===== src/design/wshc_pkg.sv =====
`timescale 1ns / 1ps

package wshc_pkg;

   localparam int BYTE_W      = 8;
   localparam int TALLY_W     = 16;
   localparam int LEN_W       = 5;
   localparam int CSR_DATA_W  = 64;
   localparam int CSR_INDEX_W = 2;

   localparam logic [BYTE_W-1:0]  SEPARATOR_BYTE = 8'h20;
   localparam logic [TALLY_W-1:0] TALLY_MAX      = 16'hFFFF;
   localparam logic [LEN_W-1:0]   LENGTH_RESET   = 5'd1;

   localparam logic [CSR_INDEX_W-1:0] CSR_PATTERN_LOW  = 2'd0;
   localparam logic [CSR_INDEX_W-1:0] CSR_PATTERN_HIGH = 2'd1;
   localparam logic [CSR_INDEX_W-1:0] CSR_PATTERN_LEN  = 2'd2;

   typedef struct packed {
      logic advance;
      logic flush;
   } wshc_ctl_type;

endpackage


===== src/design/wshc_cell.sv =====
`timescale 1ns / 1ps

module wshc_cell
   import wshc_pkg::*;
(
   input  logic              clock,
   input  logic              reset,
   input  wshc_ctl_type      ctl,
   input  logic [BYTE_W-1:0] text_byte,
   input  logic [BYTE_W-1:0] pattern_byte,
   input  logic              cell_enable,
   input  logic              cell_last,
   input  logic              prev_match,
   output logic              match,
   output logic              hit
);

   logic match_ff;
   logic match_in;
   logic step_bit;

   assign step_bit = prev_match & cell_enable & (text_byte == pattern_byte);
   assign hit      = ctl.advance & ~ctl.flush & step_bit & cell_last;
   assign match    = match_ff;

   always_comb begin
      match_in = match_ff;
      if (ctl.advance) begin
         match_in = ctl.flush ? 1'b0 : step_bit;
      end
   end

   always_ff @(posedge clock) begin
      if (reset) begin
         match_ff <= 1'b0;
      end else begin
         match_ff <= match_in;
      end
   end

endmodule


===== src/design/wshc_tally.sv =====
`timescale 1ns / 1ps

module wshc_tally
   import wshc_pkg::*;
(
   input  logic               clock,
   input  logic               reset,
   input  wshc_ctl_type       ctl,
   input  logic               line_end,
   input  logic               hit,
   input  logic               rsp_stall,
   output logic               rsp_valid,
   output logic [TALLY_W-1:0] rsp_word_hits
);

   logic               word_hit_ff;
   logic               word_hit_in;
   logic [TALLY_W-1:0] tally_ff;
   logic [TALLY_W-1:0] tally_in;
   logic [TALLY_W-1:0] closed_tally;
   logic               rsp_valid_ff;
   logic               rsp_valid_in;
   logic [TALLY_W-1:0] rsp_hits_ff;
   logic [TALLY_W-1:0] rsp_hits_in;

   assign closed_tally = (word_hit_ff && tally_ff != TALLY_MAX) ?
                         tally_ff + TALLY_W'(1) : tally_ff;

   always_comb begin
      word_hit_in  = word_hit_ff;
      tally_in     = tally_ff;
      rsp_valid_in = rsp_valid_ff & rsp_stall;
      rsp_hits_in  = rsp_hits_ff;
      if (ctl.advance) begin
         if (ctl.flush) begin
            word_hit_in = 1'b0;
            if (line_end) begin
               tally_in     = '0;
               rsp_valid_in = 1'b1;
               rsp_hits_in  = closed_tally;
            end else begin
               tally_in = closed_tally;
            end
         end else if (hit) begin
            word_hit_in = 1'b1;
         end
      end
   end

   always_ff @(posedge clock) begin
      if (reset) begin
         word_hit_ff  <= 1'b0;
         tally_ff     <= '0;
         rsp_valid_ff <= 1'b0;
      end else begin
         word_hit_ff  <= word_hit_in;
         tally_ff     <= tally_in;
         rsp_valid_ff <= rsp_valid_in;
      end
   end

   always_ff @(posedge clock) begin
      rsp_hits_ff <= rsp_hits_in;
   end

   assign rsp_valid     = rsp_valid_ff;
   assign rsp_word_hits = rsp_hits_ff;

endmodule


===== src/design/word_substring_hit_counter.sv =====
`timescale 1ns / 1ps

// Channel  Direction  Handshake          Payload
// req      in         req_valid/stall    req_text_byte[7:0], req_line_end
// rsp      out        rsp_valid/stall    rsp_word_hits[15:0]
// csr      in         csr_valid/ready    csr_index[1:0], csr_data[63:0]
//
// One request per cycle while req_stall is low; the prefix chain updates in the cycle of acceptance.
// A line-end request yields its count from the output register in the cycle after acceptance.
// Reset clears match state, tally, output valid and sets pattern length to one.
// Requests other than line end pass while a count waits on rsp_stall; a
// line-end request stalls only while the output register is still held.

module word_substring_hit_counter
   import wshc_pkg::*;
#(
   parameter int MAX_PATTERN = 16
) (
   input  logic                   clock,
   input  logic                   reset,
   input  logic                   req_valid,
   output logic                   req_stall,
   input  logic [BYTE_W-1:0]      req_text_byte,
   input  logic                   req_line_end,
   output logic                   rsp_valid,
   input  logic                   rsp_stall,
   output logic [TALLY_W-1:0]     rsp_word_hits,
   input  logic                   csr_valid,
   output logic                   csr_ready,
   input  logic [CSR_INDEX_W-1:0] csr_index,
   input  logic [CSR_DATA_W-1:0]  csr_data
);

   logic [CSR_DATA_W-1:0]   pattern_low_ff;
   logic [CSR_DATA_W-1:0]   pattern_high_ff;
   logic [LEN_W-1:0]        pattern_len_ff;
   logic [LEN_W-1:0]        len_used;
   logic [2*CSR_DATA_W-1:0] pattern_all;
   wshc_ctl_type            ctl;
   logic [MAX_PATTERN:0]    chain;
   logic [MAX_PATTERN-1:0]  cell_hit;

   assign csr_ready = 1'b1;

   always_ff @(posedge clock) begin
      if (reset) begin
         pattern_low_ff  <= '0;
         pattern_high_ff <= '0;
         pattern_len_ff  <= LENGTH_RESET;
      end else if (csr_valid) begin
         unique case (csr_index)
            CSR_PATTERN_LOW:  pattern_low_ff  <= csr_data;
            CSR_PATTERN_HIGH: pattern_high_ff <= csr_data;
            CSR_PATTERN_LEN:  pattern_len_ff  <= csr_data[LEN_W-1:0];
            default: ;
         endcase
      end
   end

   always_comb begin
      len_used = pattern_len_ff;
      if (pattern_len_ff == '0) begin
         len_used = LEN_W'(1);
      end else if (pattern_len_ff > LEN_W'(MAX_PATTERN)) begin
         len_used = LEN_W'(MAX_PATTERN);
      end
   end

   assign pattern_all = {pattern_high_ff, pattern_low_ff};

   assign req_stall   = rsp_valid & rsp_stall & req_line_end;
   assign ctl.advance = req_valid & ~req_stall;
   assign ctl.flush   = req_line_end | (req_text_byte == SEPARATOR_BYTE);

   assign chain[0] = 1'b1;

   for (genvar j = 0; j < MAX_PATTERN; j++) begin : g_cell
      wshc_cell u_cell (
         .clock        (clock),
         .reset        (reset),
         .ctl          (ctl),
         .text_byte    (req_text_byte),
         .pattern_byte (pattern_all[j*BYTE_W +: BYTE_W]),
         .cell_enable  (LEN_W'(j) < len_used),
         .cell_last    (LEN_W'(j) == len_used - LEN_W'(1)),
         .prev_match   (chain[j]),
         .match        (chain[j+1]),
         .hit          (cell_hit[j])
      );
   end

   wshc_tally u_tally (
      .clock         (clock),
      .reset         (reset),
      .ctl           (ctl),
      .line_end      (req_line_end),
      .hit           (|cell_hit),
      .rsp_stall     (rsp_stall),
      .rsp_valid     (rsp_valid),
      .rsp_word_hits (rsp_word_hits)
   );

endmodule


===== config.mk =====
export PLATFORM = sky130hd
export DESIGN_NAME = word_substring_hit_counter
export DESIGN_NICKNAME = d
export VERILOG_FILES = /design/src/design/wshc_pkg.sv /design/src/design/wshc_cell.sv /design/src/design/wshc_tally.sv /design/src/design/word_substring_hit_counter.sv
export SDC_FILE = /design/constraint.sdc
export NUM_CORES = 1
export LEC_CHECK = 0
export ABC_AREA = 1
export BUFFER_PORTS_ARGS = -buffer_cell sky130_fd_sc_hd__buf_4
export CELL_PAD_IN_SITES_DETAIL_PLACEMENT = 0
export CELL_PAD_IN_SITES_GLOBAL_PLACEMENT = 1
export CORE_MARGIN = 10
export CORE_UTILIZATION = 43
export CTS_BUF_LIST = sky130_fd_sc_hd__clkbuf_4 sky130_fd_sc_hd__clkbuf_8 sky130_fd_sc_hd__clkbuf_16
export CTS_CLUSTER_DIAMETER = 120
export CTS_CLUSTER_SIZE = 25
export DETAILED_ROUTE_END_ITERATION = 8
export PLACE_DENSITY = 0.9
export RECOVER_POWER = 25
export SYNTH_ARGS = -nofsm -noshare
export SYNTH_HDL_FRONTEND = slang
export SYNTH_SLANG_ARGS = --single-unit

===== constraint.sdc =====
create_clock -name clock -period 2.05 [get_ports clock]
set_input_delay 0.1025 -clock clock [delete_from_list [all_inputs] [get_ports clock]]
set_output_delay 0.1025 -clock clock [all_outputs]
set_load 0.02 [all_outputs]

==> out/summary.txt, run 1 <==
Syn_area_per_cell: 7.187 µm²
Vias per inst: 5.101
Post CTS Setup Buffer Count: 0
Reg-to-Reg Start: u_tally.tally_ff[0]
DRT Pass-1 Iters: 5
CP peak stage delay: 0.53 ns
Placed Instances: 1,580
Worst hold path class: in -> reg
Placer congestion estimate: 0.9491
Setup tns final: 0 ns
CTS tree: done
Endpoints failing hold: 1
Fin. max-slew vios: 0
H-tree levels: 4
WP data required: 2.41 ns
Initial DRC Count: 717
Final core utilization: 0.5426
Die Y: 164.9 µm
DIE WIDTH: 164.9 µm
Cell family with most CP delay: buffers and inverters
Multi-input gate area: 4365 µm²
# rows: 52
Slew HR: 0.3906
Inserted Diodes: 0
Post-Syn Nets: 1,338
Vias in the first global route: 8,248
Status: complete, but fails checks
Port-buffer cells: 97
Core area: 20,430 µm²
Sequential cell area: 3804 µm²
Largest net degree at the start of global routing: 60
CTS max path bufs: 2
Fin Hold WS: -0.0001258 ns
DRC: 0
Crit path buf inv count: 4
Worst EP arrival: 2.22 ns
Fin area: 11,090 µm²
Unrepaired setup endpoints after global routing: false
First-pass GRT wire length: 43,430 µm
Post-Syn Area: 9034 µm²
Seq/Total Area, Yosys: 0.4211
Layout cells sized above 1: 0.1364
Final net count: 1,476
Pwr Total: 8.139 mW
Max-Cap Viols: 0
P_leak: 4.634 nW
Global Route Usage Sum: 0.2007
Worst-path fanout max: 16
Placed Area: 9945 µm²
FMAX: 536.9 MHz
Initial antenna violation count: 0
Worst vdd ir: 498.8 µV
Total Routed Length: 27,020 µm
Number of synthesized register bits: 182
Initial core utilization: 0.4422
P per Cell Area: 734.2 nW/µm²
IO Pins: 99
Routed len/inst: 16.10 µm
Startpoint Class: input pin
HPWL Detailed: 18,510 µm
Gr ovfl total: 0
Syn. warnings: 0
Worst Tran Pin Value: 0.9131 ns
Most frequent cells in the layout: nor2_1 (231), nand2_1 (190), dfxtp_1 (166)
Num Clock Sinks: 182
Syn Inst Count: 1,257
Leading cell type in the layout, fill and taps excluded: nor2_1
Critical path's most frequent cell: o21ai_0
Area Growth Syn to Fin: 22.71%
Number of buffers created by CTS: 17
Final min period: 1.863 ns
Critical Path, Cell by Cell: dlygate4sd3_1, buf_4, inv_1, o21ai_0, clkbuf_2, o21ai_0, a21oi_1
Filler cell count: 2,028
Skew final: 0.01068 ns
Hold_sp: rsp_stall
Finished Layout Cells: 1,678
Clk pin slew, worst setup/hold paths: 0.06 ns
Via count: 8,559
Failing checks: hold timing
Yosys cell types: 47
DIE AREA: 27,210 µm²
Critical-path top delay cell: dlygate4sd3_1
Endpoints failing setup: 0
Crit path kind: in -> reg
Root Driver: clkbuf_16
Final ANT Viol Nets: 0
Skew-Pair Late Insertion Delay: 0.43 ns
Tcrit/Tclk final: 0.9086
Setup crit start: req_line_end
Crit path capture type: flop
## per-stage QoR
stage	hold WS [ns]	worst slack, ns
after floorplan	0.2374	0.3302
after global routing	0.02820	0.02785
after detailed placement	0.3395	0.2235
final	-0.0001258	0.1874
after global placement	0.3325	0.2546
after CTS	0.005130	0.2071
## per-layer routing
metal | global-route usage | wire [µm] | vias to the layer above
met2 | 0.3100 | 12180 | 245
li1 | - | - | 4333
met1 | 0.2789 | 12990 | 3951
met3 | 0.03659 | 1467 | 30
met5 | 0 | 0 | -
met4 | 0.05958 | 376 | 0
## Yosys cell counts, drive strengths merged
master / instances / share of area
a21boi: 2 / 0.0017
o2111ai: 2 / 0.0019
a31oi: 1 / 0.00069
xor2: 34 / 0.034
clkinv: 2 / 0.0014
nand3: 43 / 0.025
buf: 24 / 0.023
conb: 1 / 0.00042
o21ai: 170 / 0.096
nor4: 2 / 0.0014
nor3: 7 / 0.0044
clkbuf: 40 / 0.017
a22o: 1 / 0.00097
dfxtp: 166 / 0.37
nand2: 202 / 0.088
nand4: 26 / 0.019
a221oi: 1 / 0.00097
xnor2: 24 / 0.023
o22ai: 20 / 0.018
nand3b: 4 / 0.0033
or2: 7 / 0.0048
o211ai: 3 / 0.0025
inv: 127 / 0.054
ha: 1 / 0.0014
nor2: 245 / 0.11
a21oi: 86 / 0.048
edfxtp: 16 / 0.053
## flip-flops by register name (all words and copies together) (netlist names)
signal,count
u_tally.rsp_valid,1
u_tally.rsp_word_hits,16
pattern_low_ff,64
u_tally.word_hit_ff,1
g_cell.u_cell.match,15
pattern_high_ff,64
u_tally.tally_ff,16
pattern_len_ff,5
## area by class of cell
class                           instances  share of cell area
Clock buffer                           17             0.03837
Inverter                              129             0.04526
Clock inverter                         15             0.01388
Sequential cell                       182              0.3431
Multi-Input combinational cell        882              0.3938
Timing Repair Buffer                  183              0.1351
Tap cell                              270             0.03047
## where the power goes
group,internal (mW),switching [mW],total [mW]
sequential,3.73,0.0900,3.82
clock,1.80,1.46,3.27
combinational,0.434,0.619,1.05
total,5.97,2.17,8.14
## path summary, 6_finish.rpt
path	slack, ns	end	depth (start not counted)
hold / removal	-0.0001	u_tally.rsp_valid	5
hold reg to reg	0.46	pattern_low_ff[56]	2
setup / recovery	0.19	u_tally.tally_ff[10]	7
setup reg to reg	0.21	u_tally.rsp_word_hits[3]	10
## tightest hold or removal path, delay by kind of cell
kind / cells / cell delay [ns]
buffers and inverters: 2 / 0.12
and+or+nand+nor: 3 / 0.18
## cells by family (layout without fill, tap and decap cells)
logic type / Yosys count / after routing / share of synthesized area
buf+inv: 193 / 344 / 0.09474
fa+ha+maj: 1 / 1 / 0.001385
compound gates: 286 / 286 / 0.1702
xor+xnor: 58 / 58 / 0.05706
simple gates: 536 / 536 / 0.2551
flops: 182 / 182 / 0.4211
other cells: 1 / 1 / 0.0004151
## repair_timing
item                                   4_1_cts  5_1_grt
resized for setup                            0        0
hold buffers                                66        0
setup endpoints to repair                    0        0
endpoints found under the hold margin      127        0
Power figures use the tool's default switching activity.
==> run 2, diff against run 1 <==
--- a/config.mk
+++ b/config.mk
@@ -6,16 +6,16 @@
 export NUM_CORES = 1
 export LEC_CHECK = 0
 export ABC_AREA = 1
-export BUFFER_PORTS_ARGS = -buffer_cell sky130_fd_sc_hd__buf_4
 export CELL_PAD_IN_SITES_DETAIL_PLACEMENT = 0
 export CELL_PAD_IN_SITES_GLOBAL_PLACEMENT = 1
 export CORE_MARGIN = 10
-export CORE_UTILIZATION = 43
+export CORE_UTILIZATION = 46
 export CTS_BUF_LIST = sky130_fd_sc_hd__clkbuf_4 sky130_fd_sc_hd__clkbuf_8 sky130_fd_sc_hd__clkbuf_16
 export CTS_CLUSTER_DIAMETER = 120
 export CTS_CLUSTER_SIZE = 25
 export DETAILED_ROUTE_END_ITERATION = 8
-export PLACE_DENSITY = 0.9
+export DONT_BUFFER_PORTS = 1
+export PLACE_DENSITY = 0.89
 export RECOVER_POWER = 25
 export SYNTH_ARGS = -nofsm -noshare
 export SYNTH_HDL_FRONTEND = slang
==> run 2 against run 1 <==
Compared with the run above:
- the flow now finishes without violations
- first-iteration DRC count shrank 3.9%
- combinational power down 19%
- global-route usage rose by 0.27 points
- non-clock buffer count is 100 lower
- wire length shrank 2.3%
- flip-flop and latch count is the same
- die area is 5.7% lower
- largest power group unchanged
==> out/summary.txt, run 2 (synthesis results as in run 1) <==
Crit path buf inv count: 0
Skew-Pair Late Insertion Delay: 0.44 ns
Reg-to-Reg Start: u_tally.tally_ff[0]
Cell family with most CP delay: simple AND/OR/NAND/NOR gates
Worst EP arrival: 2.02 ns
Worst-path fanout max: 10
Initial DRC Count: 689
Critical-path top delay cell: dfxtp_1
Placer congestion estimate: 0.9571
Port-buffer cells: 0
Largest net degree at the start of global routing: 134
Crit path kind: reg -> reg
Endpoints failing hold: 0
Hold depth: 4
Root Driver: clkbuf_16
Final min period: 1.835 ns
DIE WIDTH: 160.1 µm
Clk pin slew, worst setup/hold paths: 0.07 ns
CTS tree: done
FMAX: 544.9 MHz
Finished Layout Cells: 1,575
Setup tns final: 0 ns
Tcrit/Tclk final: 0.8952
Layout cells sized above 1: 0.08104
Status: completed
Routed len/inst: 16.76 µm
Slew HR: 0.3902
Worst Tran Pin Value: 0.9118 ns
Placed Instances: 1,470
FF-to-FF setup slack: 0.21 ns
H-tree levels: 4
RR Endpoint: u_tally.rsp_word_hits[15]
Most frequent cells in the layout: nor2_1 (231), nand2_1 (190), dfxtp_1 (166)
Max-Cap Viols: 0
Setup crit start: u_tally.tally_ff[0]
Fin Hold WS: 0.02916 ns
Final ANT Viol Nets: 0
Total Routed Length: 26,400 µm
Post CTS Setup Buffer Count: 0
Leading cell type in the layout, fill and taps excluded: nor2_1
DRT Pass-1 Iters: 5
IO Pins: 99
Num Clock Sinks: 182
First-pass GRT wire length: 42,130 µm
HPWL Detailed: 17,560 µm
Unrepaired setup endpoints after global routing: false
Skew final: 0.01260 ns
Gr ovfl total: 0
Number of buffers created by CTS: 17
Crit path to: u_tally.rsp_word_hits[15]
Initial core utilization: 0.4657
Endpoints failing setup: 0
Worst hold path class: in -> reg
Worst vdd ir: 552.6 µV
Via count: 8,182
Startpoint Class: flop
DRC: 0
Critical Path, Cell by Cell: ha_1, nand3_1, nor2_1, nand2_1, nand2_4, nor2_2, nand2_2, nor2_4, nand4_2, xor2_2
Crit path depth: 10
DIE AREA: 25,640 µm²
# rows: 51
Vias in the first global route: 7,833
Fin. max-slew vios: 0
Final net count: 1,376
Crit path capture type: flop
CTS max path bufs: 2
Core area: 19,400 µm²
CP peak stage delay: 0.34 ns
P_leak: 4.248 nW
Largest registers: pattern_high_ff: 64 flops, pattern_low_ff: 64 flops
R2r worst-path depth: 10
Initial antenna violation count: 2
Area Growth Syn to Fin: 15.90%
Global Route Usage Sum: 0.2034
Die Y: 160.1 µm
P per Cell Area: 772.3 nW/µm²
WP data required: 2.24 ns
Vias per inst: 5.195
[run 2: changes by cell type in the layout (fill, tap and decap cells not counted), moves of 2 or more]
cell and change:
buf_4 -85, clkinv_2 -4, clkbuf_4 +3, clkinv_1 +3
clkinvlp_4 -2, clkbuf_2 -2, nor3_1 -2, diode_2 +2
dlygate4sd3_1 +5, clkbuf_1 -19
[run 2: worst register-to-register path, cell delays in order (launching register included)]
cell and delay [ns]:
dfxtp_1 0.34, ha_1 0.22, nand3_1 0.14, nor2_1 0.07
nand2_1 0.10, nand2_4 0.10, nor2_2 0.17, nand2_2 0.08
nor2_4 0.10, nand4_2 0.11, xor2_2 0.17
[run 2: how the worst min path moves through the flow]
stage            startpoint                      end  slack (ns)
2_1_floorplan  csr_data[10]      pattern_high_ff[10]        0.24
3_3_place_gp          reset   g_cell[7].u_cell.match        0.18
3_5_place_dp          reset   g_cell[8].u_cell.match        0.18
4_1_cts           req_valid  g_cell[11].u_cell.match       0.007
5_1_grt           req_valid  g_cell[11].u_cell.match        0.04
6_report          req_valid  g_cell[11].u_cell.match        0.03
[run 2: where the power goes]
group,internal (mW),switching (mW),leakage (nW)
clock network,1.96,1.44,0.288
logic,0.341,0.510,2.45
registers,3.73,0.104,1.51
[run 2: metrics by stage]
step | util | setup WS [ns] | instance area [µm²] | power, mW
6_report | 0.5397 | 0.2149 | 10470 | 8.086
5_1_grt | 0.5397 | 0.05271 | 10470 | 8.402
4_1_cts | 0.5399 | 0.1796 | 10470 | 8.126
3_5_place_dp | 0.4723 | 0.1928 | 9163 | 4.615
3_3_place_gp | 0.4723 | 0.2469 | 9163 | 4.604
2_1_floorplan | - | 0.3302 | 9034 | 4.495
[run 2: metal layers]
metal / vias to the layer above / part of all wire / GRT usage
li1: 4154 / - / -
met1: 3792 / 0.47 / 0.2732
met2: 214 / 0.46 / 0.3252
met3: 22 / 0.058 / 0.04190
met4: 0 / 0.011 / 0.05217
met5: - / 0 / 0
[run 2: what timing repair did]
action / CTS / global route
gates resized for setup: 0 / 1
hold buffers: 71 / 0
setup endpoints to repair: 0 / 1
hold endpoints to repair: 165 / 0
[run 2: cell type report]
class                      instances  area, µm²
antenna                            2      5.005
clock buffer                      20      447.9
clock inverter                    12      151.4
fill                            1942       8929
inverter                         129      501.7
multi-input combinational        882       4380
sequential                       182       3804
tap                              265      331.6
timing repair buffer              83      848.3
==> run 3, diff against run 2 <==
--- a/config.mk
+++ b/config.mk
@@ -15,6 +15,7 @@
 export CTS_CLUSTER_SIZE = 25
 export DETAILED_ROUTE_END_ITERATION = 8
 export DONT_BUFFER_PORTS = 1
+export HOLD_SLACK_MARGIN = 0.15
 export PLACE_DENSITY = 0.89
 export RECOVER_POWER = 25
 export SYNTH_ARGS = -nofsm -noshare
==> constraint.sdc (replaced) <==
create_clock -name clock -period 2.05 [get_ports clock]
set_input_delay 0.1025 -clock clock [delete_from_list [all_inputs] [get_ports clock]]
set_output_delay 0.1025 -clock clock [all_outputs]
set_load 0.05 [all_outputs]
==> run 3 against run 2 <==
Compared with the run above:
- die area unchanged
- clock power increased by 2%
- sequential power about the same
- final cell count increased by 0.76%
- sequential share of layout area decreased by 0.48 points
- critical path depth decreased by 5
- largest power group unchanged
- design area increased by 1.4%
==> out/summary.txt, run 3 (synthesis results as in run 1) <==
Status: completed
FMAX: 542.0 MHz
DRC: 0
Most frequent cells in the layout: nor2_1 (231), nand2_1 (190), dfxtp_1 (166)
DIE WIDTH: 160.1 µm
Root Driver: clkbuf_16
Hold_sp: req_text_byte[6]
Tcrit/Tclk final: 0.9001
H-tree levels: 4
# rows: 51
Slew HR: 0.3781
CTS tree: done
Num Clock Sinks: 182
Core area: 19,400 µm²
First-pass GRT wire length: 43,700 µm
Global Route Usage Sum: 0.2124
R2r worst-path depth: 10
Number of buffers created by CTS: 17
Skew final: 0.01450 ns
Final min period: 1.845 ns
Fin. max-slew vios: 0
Layout cells sized above 1: 0.08321
Max-Cap Viols: 0
Via count: 8,312
IO Pins: 99
Vias in the first global route: 7,950
Final net count: 1,390
Initial core utilization: 0.4657
Post CTS Setup Buffer Count: 0
Placer congestion estimate: 0.9309
WP data required: 2.41 ns
Crit path capture type: flop
FF-to-FF setup slack: 0.23 ns
Initial DRC Count: 672
Gr ovfl total: 0
Worst hold path class: in -> reg
Largest net degree at the start of global routing: 87
Crit path kind: in -> reg
Endpoints failing hold: 0
Endpoints failing setup: 0
Worst EP arrival: 2.21 ns
Total Routed Length: 27,480 µm
Worst Tran Pin Value: 0.9298 ns
Largest registers: pattern_high_ff: 64 flops, pattern_low_ff: 64 flops
Area Growth Syn to Fin: 17.47%
Hold depth: 5
Worst-path fanout max: 86
P_leak: 4.324 nW
Finished Layout Cells: 1,587
Skew-Pair Late Insertion Delay: 0.45 ns
Startpoint Class: input pin
Initial antenna violation count: 1
Clk pin slew, worst setup/hold paths: 0.06 ns
Leading cell type in the layout, fill and taps excluded: nor2_1
DRT Pass-1 Iters: 7
Die Y: 160.1 µm
RR Endpoint: u_tally.rsp_word_hits[15]
DIE AREA: 25,640 µm²
P per Cell Area: 775.6 nW/µm²
Routed len/inst: 17.31 µm
Vias per inst: 5.238
Final ANT Viol Nets: 0
Unrepaired setup endpoints after global routing: false
Placed Instances: 1,473
Setup tns final: 0 ns
Reg-to-Reg Start: u_tally.tally_ff[0]
Worst vdd ir: 575.0 µV
Port-buffer cells: 0
CTS max path bufs: 2
HPWL Detailed: 17,750 µm
Inserted Diodes: 0
Filler cell count: 1,896
Min-Delay Endpoint: g_cell[2].u_cell.match
[run 3: cell types whose count changed in the layout (fill, tap and decap cells not counted), sizes merged]
cell	before	now
clkinv	5	1
clkinvlp	2	4
dlygate4sd3	71	80
buf	11	12
clkbuf	21	22
diode	2	0
inv	131	134
dlymetal6s4s	0	2
[run 3: report_power, final]
group | internal [mW] | leakage [nW] | switching, mW
Clock | 1.96 | 0.289 | 1.50
Combinational | 0.352 | 2.53 | 0.559
Sequential | 3.73 | 1.51 | 0.127
Total | 6.05 | 4.32 | 2.19
[run 3: critical path, cell delays in order]
cell and delay, ns:
dlygate4sd3_1 0.87, inv_1 0.18, buf_4 0.60, o21ai_0 0.26
a21oi_1 0.17
[run 3: how the worst max path moves through the flow]
stage,from,end,slack [ns],cells after the start
after floorplan,u_tally.rsp_valid,u_tally.rsp_word_hits[0],0.30,5
after global placement,u_tally.tally_ff[0],u_tally.rsp_word_hits[15],0.25,10
after detailed placement,u_tally.tally_ff[0],u_tally.rsp_word_hits[15],0.21,10
after CTS,req_text_byte[4],g_cell[8].u_cell.match,0.06,8
after global routing,req_text_byte[7],u_tally.word_hit_ff,0.03,13
final,reset,pattern_len_ff[4],0.20,5
[run 3: layout make-up]
type                       instances  area (µm²)  area share
tap                              265       331.6     0.03125
clock inverter                    13       167.7     0.01580
inverter                         129       501.7     0.04728
timing repair buffer              97       980.9     0.09244
multi-input combinational        882        4385      0.4133
clock buffer                      19       440.4     0.04150
sequential                       182        3804      0.3584
[run 3: timing repair]
item | in CTS | in global routing
endpoints found under the setup margin | 0 | 1
gates resized for setup | 0 | 2
hold endpoints to repair | 166 | 0
hold buffers | 82 | 0
[run 3: metrics by stage]
step,worst slack (ns),hold slack [ns],power (mW),cell area [µm²],util
2_1_floorplan,0.3045,0.2374,4.525,9034,-
3_3_place_gp,0.2468,0.1776,4.643,9210,0.4748
3_5_place_dp,0.2136,0.1798,4.655,9210,0.4748
4_1_cts,0.05915,0.1539,8.262,10640,0.5484
5_1_grt,0.02857,0.1577,8.540,10610,0.5470
6_report,0.2048,0.1662,8.231,10610,0.5470
[run 3: layer usage]
| layer | share of wire | global-route usage | vias up |
|---|---|---|---|
| li1 | - | - | 4178 |
| met1 | 0.45 | 0.2826 | 3800 |
| met2 | 0.45 | 0.3345 | 292 |
| met3 | 0.073 | 0.04293 | 42 |
| met4 | 0.023 | 0.07513 | 0 |
| met5 | 0 | 0 | - |
